===== config.mk =====
export PLATFORM = sky130hd
export DESIGN_NAME = tensor_index_walker_unit
export DESIGN_NICKNAME = d
export VERILOG_FILES = /design/src/hdl/tiw_pkg.sv /design/src/hdl/tensor_index_walker_unit.sv /design/src/hdl/tiw_front.sv /design/src/hdl/tiw_back.sv
export SDC_FILE = /design/constraint.sdc
export NUM_CORES = 2
export LEC_CHECK = 0
export BUFFER_PORTS_ARGS = -buffer_cell sky130_fd_sc_hd__buf_2
export CORE_ASPECT_RATIO = 0.7
export CORE_MARGIN = 5
export CORE_UTILIZATION = 60
export DETAILED_ROUTE_END_ITERATION = 10
export GPL_ROUTABILITY_DRIVEN = 0
export PLACE_DENSITY = 0.78
export SLEW_MARGIN = 25
export SYNTH_ARGS = -nofsm -noshare
export SYNTH_HDL_FRONTEND = slang
export SYNTH_HIERARCHICAL = 1
export SYNTH_SLANG_ARGS = --single-unit

===== constraint.sdc =====
create_clock -name clock -period 9.7 [get_ports clock]
set_input_delay 0.97 -clock clock [delete_from_list [all_inputs] [get_ports clock]]
set_output_delay 0.97 -clock clock [all_outputs]
set_load 0.02 [all_outputs]

===== src/hdl/tiw_pkg.sv =====
// Shared types and constants of the tensor index walker.
package tiw_pkg;

   localparam int NDIMS          = 4;
   localparam int FIELD_POS_BITS = 12;
   localparam int EXT_BITS       = 13;
   localparam int RANK_BITS      = 3;
   localparam int LAYOUT_BITS    = 8;
   localparam int DIM_SEL_BITS   = 2;
   localparam int LIN_BITS       = 48;
   // Extents stay below 2^EXT_BITS, and a stride feeds at most three extents.
   localparam int SCALE_BITS     = 3 * EXT_BITS;
   localparam int ADDR_BITS      = 5;
   localparam int DATA_BITS      = 32;
   localparam int QUEUE_DEPTH    = 2;

   typedef enum logic {
      OP_LOAD    = 1'b0,
      OP_ADVANCE = 1'b1
   } op_type;

   typedef enum logic [2:0] {
      REG_RANK   = 3'd0,
      REG_DIM_0  = 3'd1,
      REG_DIM_1  = 3'd2,
      REG_DIM_2  = 3'd3,
      REG_DIM_3  = 3'd4,
      REG_LAYOUT = 3'd5
   } reg_type;

   typedef struct packed {
      logic [RANK_BITS-1:0]                 rank;
      logic [NDIMS-1:0][EXT_BITS-1:0]       dim_size;
      logic [LAYOUT_BITS-1:0]               layout;
   } cfg_type;

   typedef struct packed {
      op_type                               op;
      logic [RANK_BITS-1:0]                 rank;
      logic [NDIMS-1:0][FIELD_POS_BITS-1:0] pos;
   } cmd_type;

endpackage


===== src/hdl/tensor_index_walker_unit.sv =====
// Top level of the tensor index walker: register file, front end and back end.
//
// The tensor index walker holds a multidimensional index of up to four
// dimensions and turns it into a linear element offset. Each input word is
// either a load, which sets the index from the word's position fields, or an
// advance, which steps the index like an odometer with the last dimension in
// use moving fastest; when no dimension can move, the index stays put and the
// exhausted flag is set. Every input word yields exactly one result word with
// the current positions and the offset, which is summed over the layout order
// held in the layout register with strides that are running products of the
// extents. Input words enter a two-deep command queue, so the block keeps
// taking words while the execution unit works and while a result waits on the
// output. For each word the execution unit takes the command, updates the
// index, runs the shared multiply-accumulate over the dimensions in use to
// build the offset and hands the result to the output register; that single
// multiply-accumulate sets the throughput while the output is not held.
// The registers are written through the APB-style port at byte address
// 4 * index and should only be changed while no words are in flight.
module tensor_index_walker_unit
   import tiw_pkg::*;
#(
   parameter int MAX_RANK = 4,
   parameter int POS_BITS = 12
) (
   input  logic                       clock,
   input  logic                       reset,
   input  logic                       push,
   output logic                       full,
   input  logic                       req_func,
   input  logic [FIELD_POS_BITS-1:0]  req_load_pos_0,
   input  logic [FIELD_POS_BITS-1:0]  req_load_pos_1,
   input  logic [FIELD_POS_BITS-1:0]  req_load_pos_2,
   input  logic [FIELD_POS_BITS-1:0]  req_load_pos_3,
   output logic                       empty,
   input  logic                       pop,
   output logic [LIN_BITS-1:0]        rsp_elem_offset,
   output logic                       rsp_exhausted,
   output logic [FIELD_POS_BITS-1:0]  rsp_pos_0,
   output logic [FIELD_POS_BITS-1:0]  rsp_pos_1,
   output logic [FIELD_POS_BITS-1:0]  rsp_pos_2,
   output logic [FIELD_POS_BITS-1:0]  rsp_pos_3,
   input  logic                       psel,
   input  logic                       penable,
   input  logic                       pwrite,
   input  logic [ADDR_BITS-1:0]       paddr,
   input  logic [DATA_BITS-1:0]       pwdata,
   output logic [DATA_BITS-1:0]       prdata,
   output logic                       pready
);

   cfg_type                               cfg_ff, cfg_in;
   reg_type                               reg_sel;
   logic                                  csr_write;
   logic [NDIMS-1:0][FIELD_POS_BITS-1:0]  load_pos;
   logic [NDIMS-1:0][FIELD_POS_BITS-1:0]  rsp_pos;
   logic                                  cmd_valid;
   logic                                  cmd_take;
   cmd_type                               cmd;

   // The register port never inserts wait states.
   assign pready    = 1'b1;
   assign reg_sel   = reg_type'(paddr[ADDR_BITS-1:2]);
   assign csr_write = psel && penable && pwrite && pready;

   // Register writes; addresses past the last register are ignored.
   always_comb begin
      cfg_in = cfg_ff;
      if (csr_write) begin
         case (reg_sel)
            REG_RANK:   cfg_in.rank        = pwdata[RANK_BITS-1:0];
            REG_DIM_0:  cfg_in.dim_size[0] = pwdata[EXT_BITS-1:0];
            REG_DIM_1:  cfg_in.dim_size[1] = pwdata[EXT_BITS-1:0];
            REG_DIM_2:  cfg_in.dim_size[2] = pwdata[EXT_BITS-1:0];
            REG_DIM_3:  cfg_in.dim_size[3] = pwdata[EXT_BITS-1:0];
            REG_LAYOUT: cfg_in.layout      = pwdata[LAYOUT_BITS-1:0];
            default: begin
               cfg_in = cfg_ff;
            end
         endcase
      end
   end

   always_comb begin
      case (reg_sel)
         REG_RANK:   prdata = DATA_BITS'(cfg_ff.rank);
         REG_DIM_0:  prdata = DATA_BITS'(cfg_ff.dim_size[0]);
         REG_DIM_1:  prdata = DATA_BITS'(cfg_ff.dim_size[1]);
         REG_DIM_2:  prdata = DATA_BITS'(cfg_ff.dim_size[2]);
         REG_DIM_3:  prdata = DATA_BITS'(cfg_ff.dim_size[3]);
         REG_LAYOUT: prdata = DATA_BITS'(cfg_ff.layout);
         default: begin
            prdata = '0;
         end
      endcase
   end

   // Reset gives rank four, unit extents and a row-major layout.
   always_ff @(posedge clock) begin
      if (reset) begin
         cfg_ff.rank     <= RANK_BITS'(4);
         cfg_ff.dim_size <= {NDIMS{EXT_BITS'(1)}};
         cfg_ff.layout   <= LAYOUT_BITS'(27);
      end else begin
         cfg_ff <= cfg_in;
      end
   end

   assign load_pos[0] = req_load_pos_0;
   assign load_pos[1] = req_load_pos_1;
   assign load_pos[2] = req_load_pos_2;
   assign load_pos[3] = req_load_pos_3;

   tiw_front #(
      .MAX_RANK (MAX_RANK),
      .POS_BITS (POS_BITS)
   ) u_front (
      .clock     (clock),
      .reset     (reset),
      .push      (push),
      .full      (full),
      .func      (req_func),
      .load_pos  (load_pos),
      .cfg       (cfg_ff),
      .cmd_valid (cmd_valid),
      .cmd_take  (cmd_take),
      .cmd       (cmd)
   );

   tiw_back #(
      .MAX_RANK (MAX_RANK),
      .POS_BITS (POS_BITS)
   ) u_back (
      .clock           (clock),
      .reset           (reset),
      .cmd_valid       (cmd_valid),
      .cmd_take        (cmd_take),
      .cmd             (cmd),
      .cfg             (cfg_ff),
      .pop             (pop),
      .empty           (empty),
      .rsp_elem_offset (rsp_elem_offset),
      .rsp_exhausted   (rsp_exhausted),
      .rsp_pos         (rsp_pos)
   );

   assign rsp_pos_0 = rsp_pos[0];
   assign rsp_pos_1 = rsp_pos[1];
   assign rsp_pos_2 = rsp_pos[2];
   assign rsp_pos_3 = rsp_pos[3];

   // The execution unit only takes a command that the queue really holds.
   a_take_needs_cmd: assert property (@(posedge clock) disable iff (reset)
      cmd_take |-> cmd_valid)
      else $error("command taken from an empty queue");

   // A full queue always offers a command to the execution unit.
   a_full_has_cmd: assert property (@(posedge clock) disable iff (reset)
      full |-> cmd_valid)
      else $error("queue reports full without a command");

   // An accepted word is visible to the execution unit on the next cycle.
   a_push_reaches_back: assert property (@(posedge clock) disable iff (reset)
      (push && !full) |=> cmd_valid)
      else $error("accepted word lost before the execution unit");

endmodule


===== src/hdl/tiw_front.sv =====
// Front end: takes input words, decodes them into commands and queues them.
module tiw_front
   import tiw_pkg::*;
#(
   parameter int MAX_RANK = 4,
   parameter int POS_BITS = 12
) (
   input  logic                                  clock,
   input  logic                                  reset,
   input  logic                                  push,
   output logic                                  full,
   input  logic                                  func,
   input  logic [NDIMS-1:0][FIELD_POS_BITS-1:0]  load_pos,
   input  cfg_type                               cfg,
   output logic                                  cmd_valid,
   input  logic                                  cmd_take,
   output cmd_type                               cmd
);

   localparam int NumDims  = (MAX_RANK < NDIMS) ? MAX_RANK : NDIMS;
   localparam int MaskBits = (POS_BITS < FIELD_POS_BITS) ? POS_BITS : FIELD_POS_BITS;
   localparam logic [FIELD_POS_BITS-1:0] LoadMask =
      FIELD_POS_BITS'((33'd1 << MaskBits) - 33'd1);

   logic [RANK_BITS-1:0] eff_rank;
   cmd_type              cmd_in;
   cmd_type              q_ff [QUEUE_DEPTH];
   logic                 wr_ptr_ff, wr_ptr_in;
   logic                 rd_ptr_ff, rd_ptr_in;
   logic [1:0]           count_ff, count_in;
   logic                 push_ok;

   // Rank zero behaves as one; ranks beyond the built dimensions are clamped.
   always_comb begin
      if (cfg.rank == '0) begin
         eff_rank = RANK_BITS'(1);
      end else if (cfg.rank > RANK_BITS'(NumDims)) begin
         eff_rank = RANK_BITS'(NumDims);
      end else begin
         eff_rank = cfg.rank;
      end
   end

   always_comb begin
      cmd_in.op   = op_type'(func);
      cmd_in.rank = eff_rank;
      for (int i = 0; i < NDIMS; i++) begin
         cmd_in.pos[i] = (RANK_BITS'(i) < eff_rank) ? (load_pos[i] & LoadMask) : '0;
      end
   end

   assign full      = (count_ff == 2'(QUEUE_DEPTH));
   assign cmd_valid = (count_ff != '0);
   assign push_ok   = push && !full;
   assign cmd       = q_ff[rd_ptr_ff];

   always_comb begin
      wr_ptr_in = push_ok  ? ~wr_ptr_ff : wr_ptr_ff;
      rd_ptr_in = cmd_take ? ~rd_ptr_ff : rd_ptr_ff;
      count_in  = count_ff + 2'(push_ok) - 2'(cmd_take);
   end

   always_ff @(posedge clock) begin
      if (reset) begin
         wr_ptr_ff <= 1'b0;
         rd_ptr_ff <= 1'b0;
         count_ff  <= '0;
      end else begin
         wr_ptr_ff <= wr_ptr_in;
         rd_ptr_ff <= rd_ptr_in;
         count_ff  <= count_in;
      end
   end

   always_ff @(posedge clock) begin
      if (push_ok) begin
         q_ff[wr_ptr_ff] <= cmd_in;
      end
   end

endmodule


===== src/hdl/tiw_back.sv =====
// Back end: updates the index, accumulates the linear offset, holds the result.
module tiw_back
   import tiw_pkg::*;
#(
   parameter int MAX_RANK = 4,
   parameter int POS_BITS = 12
) (
   input  logic                                  clock,
   input  logic                                  reset,
   input  logic                                  cmd_valid,
   output logic                                  cmd_take,
   input  cmd_type                               cmd,
   input  cfg_type                               cfg,
   input  logic                                  pop,
   output logic                                  empty,
   output logic [LIN_BITS-1:0]                   rsp_elem_offset,
   output logic                                  rsp_exhausted,
   output logic [NDIMS-1:0][FIELD_POS_BITS-1:0]  rsp_pos
);

   localparam int NumDims  = (MAX_RANK < NDIMS) ? MAX_RANK : NDIMS;
   localparam int CmpBits  = (POS_BITS + 1 > EXT_BITS) ? POS_BITS + 1 : EXT_BITS;
   localparam int TermBits = SCALE_BITS + POS_BITS;
   localparam int ProdBits = SCALE_BITS + CmpBits;
   localparam logic [CmpBits-1:0] ExtCap = CmpBits'(1) << POS_BITS;

   typedef enum logic [3:0] {
      ST_IDLE = 4'b0001,
      ST_STEP = 4'b0010,
      ST_SUM  = 4'b0100,
      ST_OUT  = 4'b1000
   } state_type;

   state_type                state_ff, state_in;
   cmd_type                  cmd_ff;
   logic [POS_BITS-1:0]      pos_ff [NumDims];
   logic [POS_BITS-1:0]      pos_in [NumDims];
   logic                     exh_ff, exh_in;
   logic [LIN_BITS-1:0]      sum_ff, sum_in;
   logic [SCALE_BITS-1:0]    scale_ff, scale_in;
   logic [RANK_BITS-1:0]     k_ff, k_in;
   logic                     rsp_valid_ff, rsp_valid_in;
   logic                     rsp_load;
   logic [CmpBits-1:0]       ext [NDIMS];
   logic [NumDims-1:0]       can_inc;
   logic                     hit;
   logic [RANK_BITS-1:0]     sel;
   logic [DIM_SEL_BITS-1:0]  d;
   logic                     d_used;
   logic [POS_BITS-1:0]      pos_sel;
   logic [TermBits-1:0]      term;
   logic [ProdBits-1:0]      scale_prod;
   logic [FIELD_POS_BITS-1:0] pos_out [NDIMS];

   // Extents above the position range act as that range.
   always_comb begin
      for (int i = 0; i < NDIMS; i++) begin
         ext[i] = (CmpBits'(cfg.dim_size[i]) > ExtCap) ? ExtCap : CmpBits'(cfg.dim_size[i]);
      end
   end

   // Odometer step: the highest dimension in use that can still move wins.
   always_comb begin
      hit = 1'b0;
      sel = '0;
      for (int i = 0; i < NumDims; i++) begin
         can_inc[i] = (CmpBits'(pos_ff[i]) + CmpBits'(1)) < ext[i];
         if ((RANK_BITS'(i) < cmd_ff.rank) && can_inc[i]) begin
            hit = 1'b1;
            sel = RANK_BITS'(i);
         end
      end
   end

   // Offset term for layout entry k.
   always_comb begin
      d       = cfg.layout[{k_ff[DIM_SEL_BITS-1:0], 1'b0} +: DIM_SEL_BITS];
      d_used  = (RANK_BITS'(d) < cmd_ff.rank);
      pos_sel = '0;
      for (int i = 0; i < NumDims; i++) begin
         if (d == DIM_SEL_BITS'(i)) begin
            pos_sel = pos_ff[i];
         end
      end
      term       = TermBits'(scale_ff) * TermBits'(pos_sel);
      scale_prod = ProdBits'(scale_ff) * ProdBits'(ext[d]);
   end

   // Dimensions that are not built read back as zero.
   always_comb begin
      for (int i = 0; i < NDIMS; i++) begin
         pos_out[i] = '0;
      end
      for (int i = 0; i < NumDims; i++) begin
         pos_out[i] = FIELD_POS_BITS'(pos_ff[i]);
      end
   end

   assign cmd_take = (state_ff == ST_IDLE) && cmd_valid;
   assign rsp_load = (state_ff == ST_OUT) && (!rsp_valid_ff || pop);
   assign empty    = !rsp_valid_ff;

   always_comb begin
      state_in     = state_ff;
      exh_in       = exh_ff;
      sum_in       = sum_ff;
      scale_in     = scale_ff;
      k_in         = k_ff;
      rsp_valid_in = rsp_valid_ff;
      for (int i = 0; i < NumDims; i++) begin
         pos_in[i] = pos_ff[i];
      end
      if (pop && rsp_valid_ff) begin
         rsp_valid_in = 1'b0;
      end
      case (state_ff)
         ST_IDLE: begin
            if (cmd_valid) begin
               state_in = ST_STEP;
            end
         end
         ST_STEP: begin
            if (cmd_ff.op == OP_LOAD) begin
               exh_in = 1'b0;
               for (int i = 0; i < NumDims; i++) begin
                  pos_in[i] = POS_BITS'(cmd_ff.pos[i]);
               end
            end else begin
               exh_in = !hit;
               for (int i = 0; i < NumDims; i++) begin
                  if (RANK_BITS'(i) >= cmd_ff.rank) begin
                     pos_in[i] = '0;
                  end else if (hit && (RANK_BITS'(i) == sel)) begin
                     pos_in[i] = pos_ff[i] + POS_BITS'(1);
                  end else if (hit && (RANK_BITS'(i) > sel)) begin
                     pos_in[i] = '0;
                  end
               end
            end
            sum_in   = '0;
            scale_in = SCALE_BITS'(1);
            k_in     = '0;
            state_in = ST_SUM;
         end
         ST_SUM: begin
            if (d_used) begin
               sum_in   = sum_ff + LIN_BITS'(term);
               scale_in = SCALE_BITS'(scale_prod);
            end
            k_in = k_ff + RANK_BITS'(1);
            if (k_in == cmd_ff.rank) begin
               state_in = ST_OUT;
            end
         end
         ST_OUT: begin
            if (rsp_load) begin
               rsp_valid_in = 1'b1;
               state_in     = ST_IDLE;
            end
         end
         default: begin
            state_in = ST_IDLE;
         end
      endcase
   end

   always_ff @(posedge clock) begin
      if (reset) begin
         state_ff     <= ST_IDLE;
         rsp_valid_ff <= 1'b0;
         for (int i = 0; i < NumDims; i++) begin
            pos_ff[i] <= '0;
         end
      end else begin
         state_ff     <= state_in;
         rsp_valid_ff <= rsp_valid_in;
         for (int i = 0; i < NumDims; i++) begin
            pos_ff[i] <= pos_in[i];
         end
      end
   end

   always_ff @(posedge clock) begin
      exh_ff   <= exh_in;
      sum_ff   <= sum_in;
      scale_ff <= scale_in;
      k_ff     <= k_in;
      if (cmd_take) begin
         cmd_ff <= cmd;
      end
      if (rsp_load) begin
         rsp_elem_offset <= sum_ff;
         rsp_exhausted   <= exh_ff;
         for (int i = 0; i < NDIMS; i++) begin
            rsp_pos[i] <= pos_out[i];
         end
      end
   end

endmodule


==> run_results.csv <==
group,metric,value,unit
route,num_vias,36000,
place,preCtsSetupSlack,799,ps
clock_network,hold_buffers,0,
power_and_ir_drop,p_leak,22.9,nW
route,post-route-drc-count,0,
layout,fill_cells,6254,
route,viasPerCell,5.94,
synth,syn_area,48600,µm²
die,die_y,248,µm
route,final_antenna_net_count,0,
layout,syn_to_final_growth,6.67,%
sta,setup_viol_count_final,0,
synth,yosysSeqAreaShare,26.2,%
clock_network,cts_setup_buffers,0,
synth,synthFlopType,"edfxtp_1",
synth,ys_ff_latch,465,
status,status,"completed",
global_route,grt_pass1_wl,205,mm
place,port_buffers,183,
clock_network,cts_tree,"done",
synth,avgSynthCellArea,9.88,µm²
layout,final_core_util,64.5,%
sta,min_period,9300,ps
route,first_iter_violations,3972,
die,dieArea,86900,µm²
global_route,grt_overflow,0,
route,dr_wl_met2,55.9,mm
place,placed_cell_area,50200,µm²
layout,post-route-cell-area,51900,µm²
clock_network,cts_made_buffers,45,
sta,timing_hold_violations_final,0,
route,drt_first_pass_iters,7,
sta,post-route-period-util,95.8,%
sta,rsz0062_at_grt,"no",
die,row_count,87,
power_and_ir_drop,finalPower,8.22,mW
layout,multiInputGateArea,31400,µm²
worst_setup_path,path_class,"reg -> reg",
clock_network,root_buffer,"clkbuf_16",
die,start_util,60.4,%
synth,syn_inst,4922,
clock_network,cts.sinks,465,
worst_setup_path,endpoint_kind,"flip-flop",
synth,synthArstFlopShare,0,%
route,detail_route.wl_per_cell,21.4,µm
route,wl,129,mm
global_route,antenna_found_initial,5,
sta,max_freq,108,MHz
clock_network,path_clk_slew,70,ps
global_route,grt_max_degree,85,
place,dp_hpwl,95.1,mm
clock_network,postCtsResizedCells,0,
route,wl_met1,51.7,mm
synth,synth_cell_types,78,
synth,synth_edf_count,344,
die,die_x,350,µm
sta,drv_slew,0,
sta,maxSlewHeadroom,24.7,%
worst_setup_path,cp.arrival,9700,ps
sta,finalClockSkew,39.2,ps
run,cap_violations,0,
sta,timing.final.ws_setup,403,ps
worst_setup_path,cp_data_required_time,10110,ps
sta,setup_tns,0,ps
layout,nNetsFinal,5975,
sta,worstMarginPinSlew,1130,ps
worst_setup_path,start_kind,"flip-flop",
clock_network,cts_buffer_depth,3,
synth,yosys_warnings,6,
layout,drive_gt1_share,8.86,%
worst_setup_path,cp_max_fo,37,
clock_network,clock_latency,620,ps
layout,seqCellArea,12800,µm²
route,top_layer,"met4",
power_and_ir_drop,p_per_area,158,nW/µm²
die,io_pins,225,
route,wl_met3,17.7,mm
clock_network,htreeDepth,2,
global_route,grtUsageTotal,30.3,%
power_and_ir_drop,vdd_ir_drop_max,147,µV
global_route,grt_pass1_vias,36900,
die,core_area,80400,µm²
min_path,holdCritPathClass,"reg -> reg",
## per-layer routing
metal,GRT usage (%),vias to the layer above
li1,-,15400
met1,43.9,18200
met2,45.3,2073
met3,8.56,293
met4,8.46,0
met5,0,-
## critical path, cell delays in order (launching register included)
cell	delay [ps]
edfxtp_1	490
mux4_1	1050
buf_4	420
mux4_2	910
nand2_1	220
fa_1	450
fa_1	490
inv_1	50
fa_1	470
fa_1	490
inv_1	50
fa_1	480
inv_1	40
ha_1	340
a21o_1	210
a21o_1	170
a21o_1	190
a221oi_1	840
a211oi_1	380
o21ai_0	620
a21oi_1	210
o21ai_0	210
nor3b_1	250
## cells in the mapped netlist (11+ instances only)
library cell / n / area, µm²
inv_1: 891 / 3340
fa_1: 748 / 15000
nand2_1: 683 / 2560
edfxtp_1: 344 / 10300
and2_1: 343 / 2150
clkbuf_1: 237 / 890
ha_1: 193 / 2410
nor2_1: 181 / 679
a21oi_1: 124 / 621
dfxtp_1: 121 / 2420
o21ai_0: 99 / 495
xnor2_1: 88 / 771
nand2b_1: 87 / 544
nand3_1: 78 / 390
mux2_2: 71 / 800
mux2i_1: 70 / 701
nor2b_1: 66 / 413
a21o_1: 54 / 405
xor2_1: 42 / 368
a211oi_1: 41 / 308
and3_1: 29 / 181
nor3_1: 22 / 110
buf_4: 21 / 158
o21a_1: 21 / 158
a22oi_1: 19 / 143
mux4_2: 19 / 428
a221oi_1: 17 / 149
buf_2: 17 / 85.1
o21bai_1: 14 / 105
o211ai_1: 13 / 97.6
nand4_1: 11 / 68.8
## where the power goes
group	leakage (nW)	internal, mW	switching, mW
combinational	18.0	1.34	2.24
sequential	4.10	2.44	0.229
clock	0.799	1.13	0.835
## logic make-up after synthesis
kind of cell / Yosys count / synth area share [%]
AO/OA/AOI/OAI: 481 / 6.48
XOR/XNOR: 133 / 2.48
adder cells (fa/ha/maj): 941 / 35.8
buffers and inverters: 1187 / 9.54
flip-flops: 465 / 26.2
multiplexers: 161 / 4.02
other: 2 / 0.0155
AND/OR/NAND/NOR: 1552 / 15.4
## layout by cell type, fill, tap and decap left out, types with 21 or more instances in the layout
| cell type | count |
|---|---|
| a21o_1 | 54 |
| mux2_2 | 71 |
| and3_1 | 29 |
| inv_1 | 889 |
| buf_4 | 65 |
| and2_1 | 343 |
| nand2_1 | 681 |
| fa_1 | 748 |
| o21ai_0 | 99 |
| mux2i_1 | 69 |
| clkbuf_16 | 46 |
| edfxtp_1 | 344 |
| o21a_1 | 21 |
| nand3_1 | 78 |
| nand2b_1 | 87 |
| a21oi_1 | 123 |
| dfxtp_1 | 120 |
| xnor2_1 | 88 |
| buf_2 | 182 |
| xor2_1 | 42 |
| a211oi_1 | 41 |
| nor2_1 | 181 |
| nor2b_1 | 65 |
| ha_1 | 193 |
## flip-flops by register name (all words and copies together) (netlist names), named ones only
signal,count
cfg_ff,63
u_back/cmd_ff,52
u_back/exh_ff,1
u_back/k_ff,3
u_back/pos_ff,48
u_back/rsp_elem_offset,48
u_back/rsp_exhausted,1
u_back/rsp_pos,48
u_back/rsp_valid_ff,1
u_back/scale_ff,39
u_back/state_ff,4
u_back/sum_ff,48
u_front/count_ff,2
u_front/q_ff,104
u_front/rd_ptr_ff,1
u_front/wr_ptr_ff,1
## layout make-up
type                            instances  share of cell area (%)
Antenna cell                            3                  0.0145
Clock buffer                           63                    2.50
Clock inverter                         21                   0.668
Inverter                              894                    6.47
Multi-Input combinational cell       3288                    60.5
Sequential cell                       465                    24.6
Tap cell                             1068                    2.58
Timing Repair Buffer                  247                    2.70
## path summary, 6_finish.rpt
path | startpoint | end | slack, ps | cells after the start
setup / recovery | u_back/k_ff[0]$_SDFFCE_PP0N_ | u_back/sum_ff[46]$_SDFFCE_PP0P_ | 400 | 22
hold / removal | u_back/sum_ff[11]$_SDFFCE_PP0P_ | u_back/rsp_elem_offset[11]$_DFFE_PP_ | 450 | 0
setup reg to reg | u_back/k_ff[0]$_SDFFCE_PP0N_ | u_back/sum_ff[46]$_SDFFCE_PP0P_ | 400 | 22
hold reg to reg | u_back/sum_ff[11]$_SDFFCE_PP0P_ | u_back/rsp_elem_offset[11]$_DFFE_PP_ | 450 | 0
## per-stage QoR
stage / instances / hold slack, ps
3_5_place_dp: 5962 / 434
4_1_cts: 6046 / 452
2_1_floorplan: 4940 / 400
6_report: 6049 / 453
3_3_place_gp: 5962 / 432
5_1_grt: 6048 / 460
Power figures use the tool's default switching activity.
